File: src/rtl/feature_hash_bucket_unit_assert.svh
// Assertion macros shared by the feature hash bucket RTL.
`ifndef FEATURE_HASH_BUCKET_UNIT_ASSERT_SVH
`define FEATURE_HASH_BUCKET_UNIT_ASSERT_SVH

// Implication checked every clock edge outside reset.
`define FHB_ASSERT_IMP(label, clk, rst_n, ante, cons, msg) \
    label: assert property (@(posedge clk) disable iff (!rst_n) (ante) |-> (cons)) \
        else $error(msg);

// Next-cycle implication checked outside reset.
`define FHB_ASSERT_NEXT(label, clk, rst_n, ante, cons, msg) \
    label: assert property (@(posedge clk) disable iff (!rst_n) (ante) |=> (cons)) \
        else $error(msg);

`endif

File: src/rtl/fhb_pkg.sv
`default_nettype none
package fhb_pkg;
    localparam int LengthBits = 32;
    localparam logic [31:0] MhC1  = 32'hcc9e2d51;
    localparam logic [31:0] MhC2  = 32'h1b873593;
    localparam logic [31:0] MhAdd = 32'he6546b64;
    localparam logic [31:0] MhF1  = 32'h85ebca6b;
    localparam logic [31:0] MhF2  = 32'hc2b2ae35;
    localparam logic [31:0] NumBucketsReset = 32'd8388608;
    localparam logic [63:0] PosLimit = 64'h7FFF_FFFF_FFFF_FFFF;
    localparam logic [63:0] NegLimit = 64'h8000_0000_0000_0000;

    localparam logic [0:0] CfgNumBuckets = 1'b0;
    localparam logic [0:0] CfgHashSeed   = 1'b1;

    typedef enum logic [1:0] {
        PH_SPACE  = 2'd0,
        PH_SIGN   = 2'd1,
        PH_DIGITS = 2'd2,
        PH_DONE   = 2'd3
    } t_phase;

    // Datapath operation sequence
    typedef enum logic [3:0] {
        ST_IDLE,   // wait for a byte
        ST_MIX1,   // block scramble multiply 1
        ST_MIX2,   // block scramble multiply 2
        ST_MIX3,   // accumulator update
        ST_FIN0,   // tail scramble multiply 1
        ST_FIN1,   // tail scramble multiply 2, length xor
        ST_FIN2,   // finalization multiply 1
        ST_FIN3,   // finalization multiply 2
        ST_SEL,    // choose magnitude
        ST_DIV,    // restoring modulo, one bit per cycle
        ST_OUT     // result held
    } t_state;

    typedef struct packed {
        logic load_byte;   // take input beat into parser and block buffer
        logic empty_load;  // empty feature: restart with seed
        logic mix1;
        logic mix2;
        logic mix3;
        logic fin0;
        logic fin1;
        logic fin2;
        logic fin3;
        logic sel;
        logic div_step;
        logic clear;       // feature finished
    } t_cmd;

    typedef struct packed {
        logic block_full;  // fourth byte of a block taken
        logic div_done;
    } t_status;

    function automatic logic [31:0] rotl(input logic [31:0] x, input int r);
        rotl = (x << r) | (x >> (32 - r));
    endfunction
endpackage
`default_nettype wire

File: src/rtl/fhb_ctrl.sv
`default_nettype none
module fhb_ctrl (
    input  wire logic           i_clk,
    input  wire logic           i_rst_n,
    input  wire logic           i_in_beat,
    input  wire logic           i_last,
    input  wire logic           i_empty,
    input  wire logic           i_out_beat,
    input  wire fhb_pkg::t_status i_status,
    output fhb_pkg::t_cmd       o_cmd,
    output logic                o_in_ready,
    output logic                o_out_valid
);
    import fhb_pkg::*;
    `include "feature_hash_bucket_unit_assert.svh"

    t_state r_state, n_state;
    logic   r_last, n_last;

    // state register
    always_ff @(posedge i_clk) begin
        if (!i_rst_n) begin
            r_state <= ST_IDLE;
            r_last  <= 1'b0;
        end else begin
            r_state <= n_state;
            r_last  <= n_last;
        end
    end

    // next state and commands
    always_comb begin
        n_state     = r_state;
        n_last      = r_last;
        o_cmd       = '0;
        o_in_ready  = 1'b0;
        o_out_valid = 1'b0;
        case (r_state)
            ST_IDLE: begin
                o_in_ready = 1'b1;
                if (i_in_beat) begin
                    if (i_empty) begin
                        o_cmd.empty_load = 1'b1;
                        n_state = ST_FIN2;
                    end else begin
                        o_cmd.load_byte = 1'b1;
                        n_last = i_last;
                        if (i_status.block_full) n_state = ST_MIX1;
                        else if (i_last) n_state = ST_FIN0;
                    end
                end
            end
            ST_MIX1: begin
                o_cmd.mix1 = 1'b1;
                n_state = ST_MIX2;
            end
            ST_MIX2: begin
                o_cmd.mix2 = 1'b1;
                n_state = ST_MIX3;
            end
            ST_MIX3: begin
                o_cmd.mix3 = 1'b1;
                n_state = r_last ? ST_FIN0 : ST_IDLE;
            end
            ST_FIN0: begin
                o_cmd.fin0 = 1'b1;
                n_state = ST_FIN1;
            end
            ST_FIN1: begin
                o_cmd.fin1 = 1'b1;
                n_state = ST_FIN2;
            end
            ST_FIN2: begin
                o_cmd.fin2 = 1'b1;
                n_state = ST_FIN3;
            end
            ST_FIN3: begin
                o_cmd.fin3 = 1'b1;
                n_state = ST_SEL;
            end
            ST_SEL: begin
                o_cmd.sel = 1'b1;
                n_state = ST_DIV;
            end
            ST_DIV: begin
                o_cmd.div_step = 1'b1;
                if (i_status.div_done) n_state = ST_OUT;
            end
            ST_OUT: begin
                o_out_valid = 1'b1;
                if (i_out_beat) begin
                    o_cmd.clear = 1'b1;
                    n_last  = 1'b0;
                    n_state = ST_IDLE;
                end
            end
            default: n_state = ST_IDLE;
        endcase
    end

    `FHB_ASSERT_IMP(a_ready_only_idle, i_clk, i_rst_n, o_in_ready, !o_out_valid, "ready with result")
    `FHB_ASSERT_NEXT(a_out_follows_div, i_clk, i_rst_n, (r_state == ST_DIV) && i_status.div_done, o_out_valid, "no result after modulo")
    `FHB_ASSERT_NEXT(a_empty_to_final, i_clk, i_rst_n, i_in_beat && i_empty, r_state == ST_FIN2, "empty feature skipped finalization")
endmodule
`default_nettype wire

File: src/rtl/fhb_datapath.sv
`default_nettype none
module fhb_datapath (
    input  wire logic          i_clk,
    input  wire logic          i_rst_n,
    input  wire fhb_pkg::t_cmd i_cmd,
    input  wire logic [7:0]    i_byte,
    input  wire logic          i_cfg_we,
    input  wire logic [0:0]    i_cfg_idx,
    input  wire logic [31:0]   i_cfg_data,
    output fhb_pkg::t_status   o_status,
    output logic [31:0]        o_bucket_index,
    output logic               o_sign_negative,
    output logic               o_used_number,
    output logic [31:0]        o_raw_hash
);
    import fhb_pkg::*;

    logic [31:0] r_num_buckets, r_seed;
    logic [31:0] r_accum, r_k, r_h;
    logic [23:0] r_pend;
    logic [LengthBits-1:0] r_count;
    t_phase      r_phase;
    logic [63:0] r_mag;
    logic        r_neg, r_verdict, r_empty;
    logic [63:0] r_dividend;
    logic [32:0] r_rem;
    logic [6:0]  r_bits;
    logic        r_out_neg, r_out_num;

    // byte classification
    logic        is_digit, is_space, first;
    logic [3:0]  digit;
    logic [63:0] lim, cur_mag, mag10;
    logic [1:0]  pos;
    logic [31:0] block_word, acc_base;
    logic        num_sel;

    assign is_digit = (i_byte >= 8'h30) && (i_byte <= 8'h39);
    assign is_space = (i_byte == 8'h20) || ((i_byte >= 8'h09) && (i_byte <= 8'h0D));
    assign digit    = 4'(i_byte - 8'h30);
    assign first    = (r_count == '0);
    assign pos      = r_count[1:0];
    assign lim      = r_neg ? NegLimit : PosLimit;
    assign cur_mag  = first ? 64'd0 : r_mag;
    assign mag10    = (cur_mag << 3) + (cur_mag << 1);
    assign acc_base = first ? r_seed : r_accum;
    assign block_word = {i_byte, r_pend};
    assign o_status.block_full = (pos == 2'd3);
    assign o_status.div_done   = (r_bits == 7'd0);

    // numeric verdict at the end of the feature
    assign num_sel = (r_phase == PH_DONE) ? r_verdict : (r_phase == PH_DIGITS);

    // configuration registers
    always_ff @(posedge i_clk) begin
        if (!i_rst_n) begin
            r_num_buckets <= NumBucketsReset;
            r_seed        <= '0;
        end else if (i_cfg_we) begin
            if (i_cfg_idx == CfgNumBuckets) r_num_buckets <= i_cfg_data;
            else r_seed <= i_cfg_data;
        end
    end

    // parse and hash state
    always_ff @(posedge i_clk) begin
        if (!i_rst_n || i_cmd.clear) begin
            r_count <= '0;
            r_phase <= PH_SPACE;
            r_neg   <= 1'b0;
            r_verdict <= 1'b0;
            r_mag   <= '0;
            r_pend  <= '0;
            r_accum <= '0;
            r_empty <= 1'b0;
        end else if (i_cmd.empty_load) begin
            r_empty <= 1'b1;
            r_h     <= r_seed;
        end else if (i_cmd.load_byte) begin
            r_accum <= acc_base;
            r_count <= r_count + 1'b1;
            if (pos == 2'd3) begin
                r_k    <= block_word;
                r_pend <= '0;
            end else begin
                r_pend <= r_pend | (24'(i_byte) << (5'd8 * 5'(pos)));
            end
            // strtol-style scan
            if (first) begin
                r_mag <= '0;
            end
            case (first ? PH_SPACE : r_phase)
                PH_SPACE: begin
                    if (is_space) begin
                    end else if (i_byte == 8'h2B || i_byte == 8'h2D) begin
                        r_neg   <= (i_byte == 8'h2D);
                        r_phase <= PH_SIGN;
                    end else if (!is_digit) begin
                        r_phase   <= PH_DONE;
                        r_verdict <= (i_byte == 8'h00) && first;
                    end
                end
                PH_SIGN: begin
                    if (!is_digit) begin
                        r_phase <= PH_DONE;
                        r_verdict <= 1'b0;
                    end
                end
                PH_DIGITS: begin
                    if (!is_digit) begin
                        r_phase <= PH_DONE;
                        r_verdict <= (i_byte == 8'h00);
                    end
                end
                default: ;
            endcase
            if (is_digit && (first || r_phase != PH_DONE)) begin
                r_phase <= PH_DIGITS;
                // overflow check: mag*10 + d > lim; only the top magnitude
                // needs the digit, whose limit is 7 positive and 8 negative
                if (cur_mag > 64'h0CCC_CCCC_CCCC_CCCC
                    || (cur_mag == 64'h0CCC_CCCC_CCCC_CCCC
                        && digit > (r_neg ? 4'd8 : 4'd7)))
                    r_mag <= lim;
                else
                    r_mag <= mag10 + 64'(digit);
            end
        end else if (i_cmd.mix1) begin
            r_k <= r_k * MhC1;
        end else if (i_cmd.mix2) begin
            r_k <= rotl(r_k, 15) * MhC2;
        end else if (i_cmd.mix3) begin
            r_accum <= (rotl(r_accum ^ r_k, 13) * 32'd5) + MhAdd;
        end else if (i_cmd.fin0) begin
            r_k <= {8'd0, r_pend} * MhC1;
        end else if (i_cmd.fin1) begin
            r_h <= (r_accum ^ ((r_count[1:0] != 2'd0) ? rotl(r_k, 15) * MhC2 : 32'd0))
                   ^ 32'(r_count);
        end else if (i_cmd.fin2) begin
            r_h <= (r_h ^ (r_h >> 16)) * MhF1;
        end else if (i_cmd.fin3) begin
            r_h <= ((r_h ^ (r_h >> 13)) * MhF2);
        end else if (i_cmd.sel) begin
            r_h <= r_h ^ (r_h >> 16);
        end
    end

    // magnitude select and bit-serial modulo
    always_ff @(posedge i_clk) begin
        if (!i_rst_n) begin
            r_bits <= '0;
        end else if (i_cmd.sel) begin
            logic [31:0] hf;
            hf = r_h ^ (r_h >> 16);
            r_rem <= '0;
            r_bits <= 7'd64;
            if (r_empty) begin
                r_dividend <= '0;
                r_out_neg  <= 1'b0;
                r_out_num  <= 1'b1;
            end else if (num_sel) begin
                r_dividend <= r_mag;
                r_out_neg  <= r_neg && (r_mag != '0);
                r_out_num  <= 1'b1;
            end else begin
                r_dividend <= hf[31] ? 64'(33'h1_0000_0000 - 33'(hf)) : 64'(hf);
                r_out_neg  <= hf[31];
                r_out_num  <= 1'b0;
            end
        end else if (i_cmd.div_step && r_bits != '0) begin
            logic [32:0] t;
            t = {r_rem[31:0], r_dividend[63]};
            r_dividend <= {r_dividend[62:0], 1'b0};
            r_bits <= r_bits - 1'b1;
            if (r_num_buckets == '0) r_rem <= {1'b0, t[31:0]};
            else if (t >= {1'b0, r_num_buckets}) r_rem <= t - {1'b0, r_num_buckets};
            else r_rem <= t;
        end
    end

    assign o_bucket_index  = r_rem[31:0];
    assign o_sign_negative = r_out_neg;
    assign o_used_number   = r_out_num;
    assign o_raw_hash      = r_h;
endmodule
`default_nettype wire

File: src/rtl/feature_hash_bucket_unit.sv
// Feature hash bucket unit. Each input beat carries one byte of a feature
// string; the beat with last set (or an empty-feature beat) produces one
// result beat. After each fourth byte the block is mixed in the states MIX1,
// MIX2 and MIX3 (one 32x32 multiplier per step). The end of a feature runs the
// finalization states FIN0 to FIN3 (only FIN2 and FIN3 for an empty feature),
// a select state, a bit-serial modulo by the bucket count and a state holding
// the result beat; no new byte is taken until that beat is accepted.
// Configuration writes are accepted at any time but must only be made while
// idle.
`default_nettype none
module feature_hash_bucket_unit (
    input  wire logic        i_clk,
    input  wire logic        i_rst_n,
    input  wire logic        s_axis_tvalid,
    output logic             s_axis_tready,
    input  wire logic [7:0]  s_axis_tdata,  // data_byte
    input  wire logic        s_axis_tlast,  // last_byte
    input  wire logic        s_axis_tuser,  // empty_feature
    output logic             m_axis_tvalid,
    input  wire logic        m_axis_tready,
    output logic [63:0]      m_axis_tdata,  // bucket_index[31:0], raw_hash[63:32]
    output logic [1:0]       m_axis_tuser,  // sign_negative[0], used_number[1]
    input  wire logic        i_cfg_valid,
    output logic             o_cfg_ready,
    input  wire logic [0:0]  i_cfg_index,
    input  wire logic [31:0] i_cfg_data
);
    import fhb_pkg::*;

    t_cmd        cmd;
    t_status     status;
    logic [31:0] bucket, raw;
    logic        neg, num;

    assign o_cfg_ready = 1'b1;

    fhb_ctrl u_ctrl (
        .i_clk, .i_rst_n,
        .i_in_beat  (s_axis_tvalid && s_axis_tready),
        .i_last     (s_axis_tlast),
        .i_empty    (s_axis_tuser),
        .i_out_beat (m_axis_tvalid && m_axis_tready),
        .i_status   (status),
        .o_cmd      (cmd),
        .o_in_ready (s_axis_tready),
        .o_out_valid(m_axis_tvalid)
    );

    fhb_datapath u_dp (
        .i_clk, .i_rst_n,
        .i_cmd          (cmd),
        .i_byte         (s_axis_tdata),
        .i_cfg_we       (i_cfg_valid),
        .i_cfg_idx      (i_cfg_index),
        .i_cfg_data     (i_cfg_data),
        .o_status       (status),
        .o_bucket_index (bucket),
        .o_sign_negative(neg),
        .o_used_number  (num),
        .o_raw_hash     (raw)
    );

    assign m_axis_tdata = {raw, bucket};
    assign m_axis_tuser = {num, neg};
endmodule
`default_nettype wire
File: config.mk
export PLATFORM = sky130hd
export DESIGN_NAME = feature_hash_bucket_unit
export DESIGN_NICKNAME = d
export VERILOG_FILES = /design/src/rtl/fhb_pkg.sv /design/src/rtl/fhb_ctrl.sv /design/src/rtl/fhb_datapath.sv /design/src/rtl/feature_hash_bucket_unit.sv
export VERILOG_INCLUDE_DIRS = /design/src /design/src/rtl
export SDC_FILE = /design/constraint.sdc
export NUM_CORES = 2
export LEC_CHECK = 0
export BUFFER_PORTS_ARGS = -buffer_cell sky130_fd_sc_hd__buf_2
export CAP_MARGIN = 20
export CELL_PAD_IN_SITES_DETAIL_PLACEMENT = 1
export CELL_PAD_IN_SITES_GLOBAL_PLACEMENT = 1
export CORE_ASPECT_RATIO = 0.75
export CORE_UTILIZATION = 30
export CTS_CLUSTER_DIAMETER = 30
export CTS_CLUSTER_SIZE = 16
export DETAILED_ROUTE_END_ITERATION = 6
export PLACE_DENSITY = 0.49
export RECOVER_POWER = 100
export SKIP_LAST_GASP = 1
export SYNTH_ARGS = -nofsm -noshare
export SYNTH_HDL_FRONTEND = slang
export SYNTH_SLANG_ARGS = --single-unit
File: constraint.sdc
create_clock -name i_clk -period 18.1 [get_ports i_clk]
set_input_delay 0.905 -clock i_clk [delete_from_list [all_inputs] [get_ports i_clk]]
set_output_delay 0.905 -clock i_clk [all_outputs]
set_load 0.02 [all_outputs]
* Yosys cells after proc, flatten, opt, wreduce, memory -nomap -nowiden
Index checks and enable logic that the tools add are counted. W data, S select, Z words.
Word-level totals: register bits 395, input port bits 48, output and inout port bits 69, word-level logic and storage cells 224
Cells by class: $add $sub $neg 8, multiply operators 6, $lt $le $gt $ge 7, eq/ne operators 41, shift-type cells 1, muxes and demuxes 82, bitwise logic cells 13, reduce and logical (&&, ||, !) cells 46
Operator list (number):
- $mux W32 | 25
- $mux W64 | 9
- $xor A32 B32 Y32 | 3
- $add A64 B4 Y64 | 1
- $add A64 B64 Y64 | 1
- $eq A64 B60 Y1 const B | 1
- $gt A64 B60 Y1 const B | 1
- $logic_not A32 Y1 | 2
- $mul A32 B31 Y32 const B | 2
- $reduce_bool A64 Y1 | 1
- $pmux W4 S11 | 1
- $sub A33 B32 Y34 const A | 1
- $ge A33 B32 Y1 | 1
- $add A32 B1 Y32 const B | 1
- $add A32 B32 Y32 const B | 1
- $mul A24 B32 Y32 const B | 1
- $mul A32 B29 Y32 const B | 1
- $mul A32 B3 Y32 const B | 1
- $mul A32 B32 Y32 const B | 1
- $or A32 B13 Y32 | 1
- $or A32 B15 Y32 | 1
- $sub A32 B32 Y32 | 1
- $xor A32 B16 Y32 | 1
- $xor A32 B19 Y32 | 1
- 49 further kinds | 144

* Longest topological paths before layout
depth in word-level cells 12, mapped depth 29, gate-level depth less buffers 28

* Modules after synthesis
Synthesis repeated with hierarchy kept, for this count alone.
Unflattened totals: cell total of the unflattened synthesis 7450, area, all modules 68570.8 µm²
Modules (own cells, without submodules):
- fhb_datapath | times used 1, cells an instance 7382, area an instance 68059.0 µm², sequential area each 9429.0 µm²
- fhb_ctrl | times used 1, cells an instance 62, area an instance 473.0 µm², sequential area each 100.1 µm²
- feature_hash_bucket_unit | times used 1, cells an instance 6, area an instance 38.8 µm², sequential area each 0.0 µm²

* Worst setup path before layout
No wires, ideal clock.
kind register to register, start reg u_dp.r_h[29] (netlist: u_dp.o_raw_hash[29]), end reg u_dp.r_h[31] (netlist: u_dp.o_raw_hash[31]) (data pin), library setup time 0.275 ns, arrival 7.161 ns, required time 17.825 ns, path slack 10.664 ns, stages on the path, launching flop included 28, path buffers 1, period minus slack after synthesis 7.436 ns, cell sequence edfxtp_1 > clkbuf_1 > xnor2_1 > inv_1 > ha_1 > ha_1 > fa_1 > inv_1 > fa_1 > inv_1 > fa_1 > inv_1 > fa_1 > inv_1 > fa_1 > inv_1 > fa_1 > inv_1 > ha_1 > a2111oi_0 > o32ai_1 > o21ai_1 > a31oi_1 > o21ai_0 > nand2b_1 > a21oi_1 > xnor2_1 > o221ai_1
On the way: cells in the longest elaborated chain, start to end 11, elaborated cells between the ends (all ways) 13, those cells by class 2 x mul; 9 x mux; 2 x bitwise
Ends and longest elaborated chain:
- start, declared | RTL line fhb_datapath.sv:19 | logic [31:0] r_accum, r_k, r_h;
- start signal, assigned | RTL line fhb_datapath.sv:78 | r_h <= r_seed;
- start signal, assigned | RTL line fhb_datapath.sv:137 | r_h <= (r_accum ^ ((r_count[1:0] != 2'd0) ? rotl(r_k, 15) * MhC2 : 32'd0))
- start signal, assigned | RTL line fhb_datapath.sv:140 | r_h <= (r_h ^ (r_h >> 16)) * MhF1;
- $xor A32 B19 Y32 | RTL line fhb_datapath.sv:142 | r_h <= ((r_h ^ (r_h >> 13)) * MhF2);
- $mul A32 B31 Y32 | RTL line fhb_datapath.sv:142
- $mux W32 | RTL line fhb_datapath.sv:141 | end else if (i_cmd.fin3) begin
- $mux W32 * | RTL line fhb_datapath.sv:139 | end else if (i_cmd.fin2) begin
- $mux W32 * | RTL line fhb_datapath.sv:136 | end else if (i_cmd.fin1) begin
- $mux W32 * | RTL line fhb_datapath.sv:134 | end else if (i_cmd.fin0) begin
- $mux W32 * | RTL line fhb_datapath.sv:132 | end else if (i_cmd.mix3) begin
- $mux W32 * | RTL line fhb_datapath.sv:130 | end else if (i_cmd.mix2) begin
- $mux W32 * | RTL line fhb_datapath.sv:128 | end else if (i_cmd.mix1) begin
- $mux W32 * | RTL line fhb_datapath.sv:79 | end else if (i_cmd.load_byte) begin
- $mux W32 * | RTL line fhb_datapath.sv:76 | end else if (i_cmd.empty_load) begin
Every way passes the cells marked *; elsewhere a longest branch is shown, timed or not. The select of a mux whose other input is x is not followed. A chain may end at the register's enable or synchronous reset.

* Worst setup path after layout
start reg u_dp.r_h[19] (netlist: u_dp.o_raw_hash[19]), end reg u_dp.r_h[31] (netlist: u_dp.o_raw_hash[31]) (data pin)
Same word-level chain as after synthesis.

==> metrics.yaml <==
status:
  outcome: "complete, but fails checks"
  violations: "max-capacitance violations, max-slew violations"
detailed_routing:
  routed_wl_um: 292000
  drt_iter0_drc: 4102
  num_vias: 55100
  post_drt_wl_per_cell_um: 26.5
  drcViolationCount: 0
  viasPerCell: 5.00
  drtPass1Iterations: 6
  antenna_left: 0
worst_setup_path:
  crit_required_ns: 18.53
  crit_slowest_cell: "clkbuf_1"
  cp_max_fo: 13
  critPathTopFamily: "adder cells"
  worst_setup_path_end_kind: "flip-flop"
  critical_path_arrival_ns: 10.82
  crit_type: "flip-flop to flip-flop"
  max_stage_delay_ns: 1.28
  reg2reg_depth: 27
  path_depth: 27
  crit_buf_inv: 8
  worst_setup_path_start_kind: "flip-flop"
sta:
  setup_violations: 0
  clock_skew_ns: 0.0705
  hold_violations: 0
  drv_slew: 750
  period_minus_slack_ns: 10.40
  maxSlewHeadroom_pct: -142
  grt_setup_unrepaired: "no"
  worst_pin_slew_ns: 3.63
  fin_crit_sh_pct: 57.4
  finalSetupTns_ns: 0
  max_freq_mhz: 96.2
clock_network:
  cts.sinks: 395
  cts-buffers-inserted: 112
  cts_tree: "yes"
  clk_pin_slew_ns: 0.05
  clk_latency_ns: 0.76
  hold_buffers: 0
  post_cts_buffers: 0
  cts_resized: 0
  max-clock-path-buffers: 3
  cts_root_buffer: "clkbuf_16"
  h-tree-depth: 3
worst_hold_path:
  hp-class: "primary input to flip-flop"
  hold_path_depth: 3
floorplan:
  die-area_um2: 233000
  fp.dieH_um: 419
  ios: 117
  core-area_um2: 229000
  placementRows: 152
  initial_core_util_pct: 30.3
  die_w_um: 558
final_layout:
  drive_gt1_share_pct: 4.77
  fillerInstances: 26800
  nNetsFinal: 9912
  area_growth_syn_to_layout_pct: 11.8
  layout.cells.non_filler: 11000
  layout_commonest_cell: "inv_1"
  final_cell_mix: "inv_1 (1701), ha_1 (1130), fa_1 (895), nand2_1 (463), a21oi_1 (450)"
placed_design:
  placedCellCount: 10800
  dp_hpwl_um: 245000
  portBuffers: 115
  gp_congestion: 0.922
synthesis:
  synthesis.nets: 9790
  syn_avg_cell_area_um2: 9.00
  synth_warnings: 0
  synth_cells: 7717
  ys_types: 108
  synth_seq_area_share_pct: 13.7
  synth_flop_cell: "dfxtp_1"
  async_flop_share_pct: 0
  ys_seq_elements: 395
  synth_area_um2: 69400
  synth_edf_count: 162
global_route:
  grt_pass1_vias: 58600
  grt-ovfl-total: 0
  grt_max_degree: 71
  antenna_found_initial: 22
  grt_util_all_layers_pct: 25.1
  grt_first_pass_wirelength_um: 424000
job:
  maxCapViolations: 22
layer usage:
layer / part of all wire [%] / GRT usage [%]
met2: 40 / 35.5
met1: 52 / 39.2
met4: 1.3 / 3.49
met5: 0.026 / 0
met3: 7.1 / 5.19
synthesized netlist by cell type (all sizes together) (135+ instances only):
cell type / n / share of area, %
a21oi: 453 / 3.3
nor2: 418 / 2.3
inv: 1702 / 9.2
a21o: 135 / 1.5
nand2: 464 / 2.5
clkbuf: 182 / 0.99
o21ai: 279 / 2.0
edfxtp: 162 / 7.0
dfxtp: 233 / 6.7
fa: 895 / 26
ha: 1130 / 20
xor2: 184 / 2.3
xnor2: 365 / 4.7
per-stage QoR:
stage | utilization (%) | hold slack, ns | setup WS (ns) | area, µm²
final | 33.9 | 0.426 | 7.70 | 77700
after global routing | 33.9 | 0.404 | 7.57 | 77600
after CTS | 34.0 | 0.355 | 8.61 | 78000
after detailed placement | 32.2 | 0.487 | 8.64 | 74000
after global placement | 32.2 | 0.474 | 8.79 | 74000
after floorplan | - | 0.452 | 10.66 | 69400
final cells by class:
type / count / area (µm²) / area share, %
clock inverters: 67 / 810 / 1.04
repair buffers: 222 / 1160 / 1.49
flip-flops and latches: 395 / 9530 / 12.3
multi-input cells: 5406 / 52700 / 67.8
clock buffers: 147 / 3230 / 4.16
well taps: 3080 / 3850 / 4.96
inverters: 1702 / 6390 / 8.23
diodes: 6 / 15.0 / 0.0193
worst reg2reg max path, stage by stage, from the launching register on:
cell and delay, ns:
edfxtp_1 0.32, clkbuf_1 1.28, xor2_2 0.21, clkbuf_1 1.12
inv_1 0.50, fa_1 0.66, inv_1 0.05, ha_1 0.26
inv_1 0.05, fa_1 0.50, inv_1 0.05, ha_1 0.23
fa_1 0.57, fa_1 0.45, fa_1 0.56, inv_1 0.06
fa_1 0.53, inv_1 0.04, ha_1 0.37, nor2_1 0.07
o32ai_1 0.75, o21ai_0 0.33, a31oi_1 0.28, o21ai_0 0.15
nand2b_1 0.09, a21oi_1 0.07, xnor2_1 0.37, o221ai_1 0.19
flip-flops by register name (all words and copies together), names as in the netlist, 2 cells and up:
name and count:
u_dp.r_k 32, u_dp.r_rem 32, u_dp.r_bits 7, u_dp.r_mag 64
u_dp.r_phase 2, u_dp.r_num_buckets 32, u_dp.r_accum 32, u_dp.r_dividend 64
u_dp.r_pend 24, u_ctrl.r_state 4, u_dp.r_count 32, u_dp.r_seed 32
u_dp.o_raw_hash 32
path summary, 6_finish.rpt:
kind,start,end,slack (ns)
worst max-delay path,u_dp.o_raw_hash[19]$_DFFE_PP_,u_dp.o_raw_hash[31]$_DFFE_PP_,7.70
worst min-delay path,i_cfg_data[22],u_dp.r_seed[22]$_SDFFE_PN0P_,0.43
worst max register to register,u_dp.o_raw_hash[19]$_DFFE_PP_,u_dp.o_raw_hash[31]$_DFFE_PP_,7.70
worst min register to register,u_dp.r_num_buckets[24]$_SDFFE_PN0P_,u_dp.r_num_buckets[24]$_SDFFE_PN0P_,0.49
cell families (layout without fill, tap and decap cells):
logic type	count (synthesis)	after routing	share of synthesized area [%]
flip-flops	395	395	13.7
AND/OR/NAND/NOR	1380	1380	9.17
adder cells (fa/ha/maj)	2025	2025	46.2
buffers and inverters	1916	2138	10.4
other	1	7	0.00540
multiplexers	15	15	0.220
XOR/XNOR	549	549	7.00
AO/OA/AOI/OAI	1436	1436	13.3
Power is left out: the tool's default activity adds up to more than one toggle a clock period on the data nets, which glitch-free logic cannot reach.
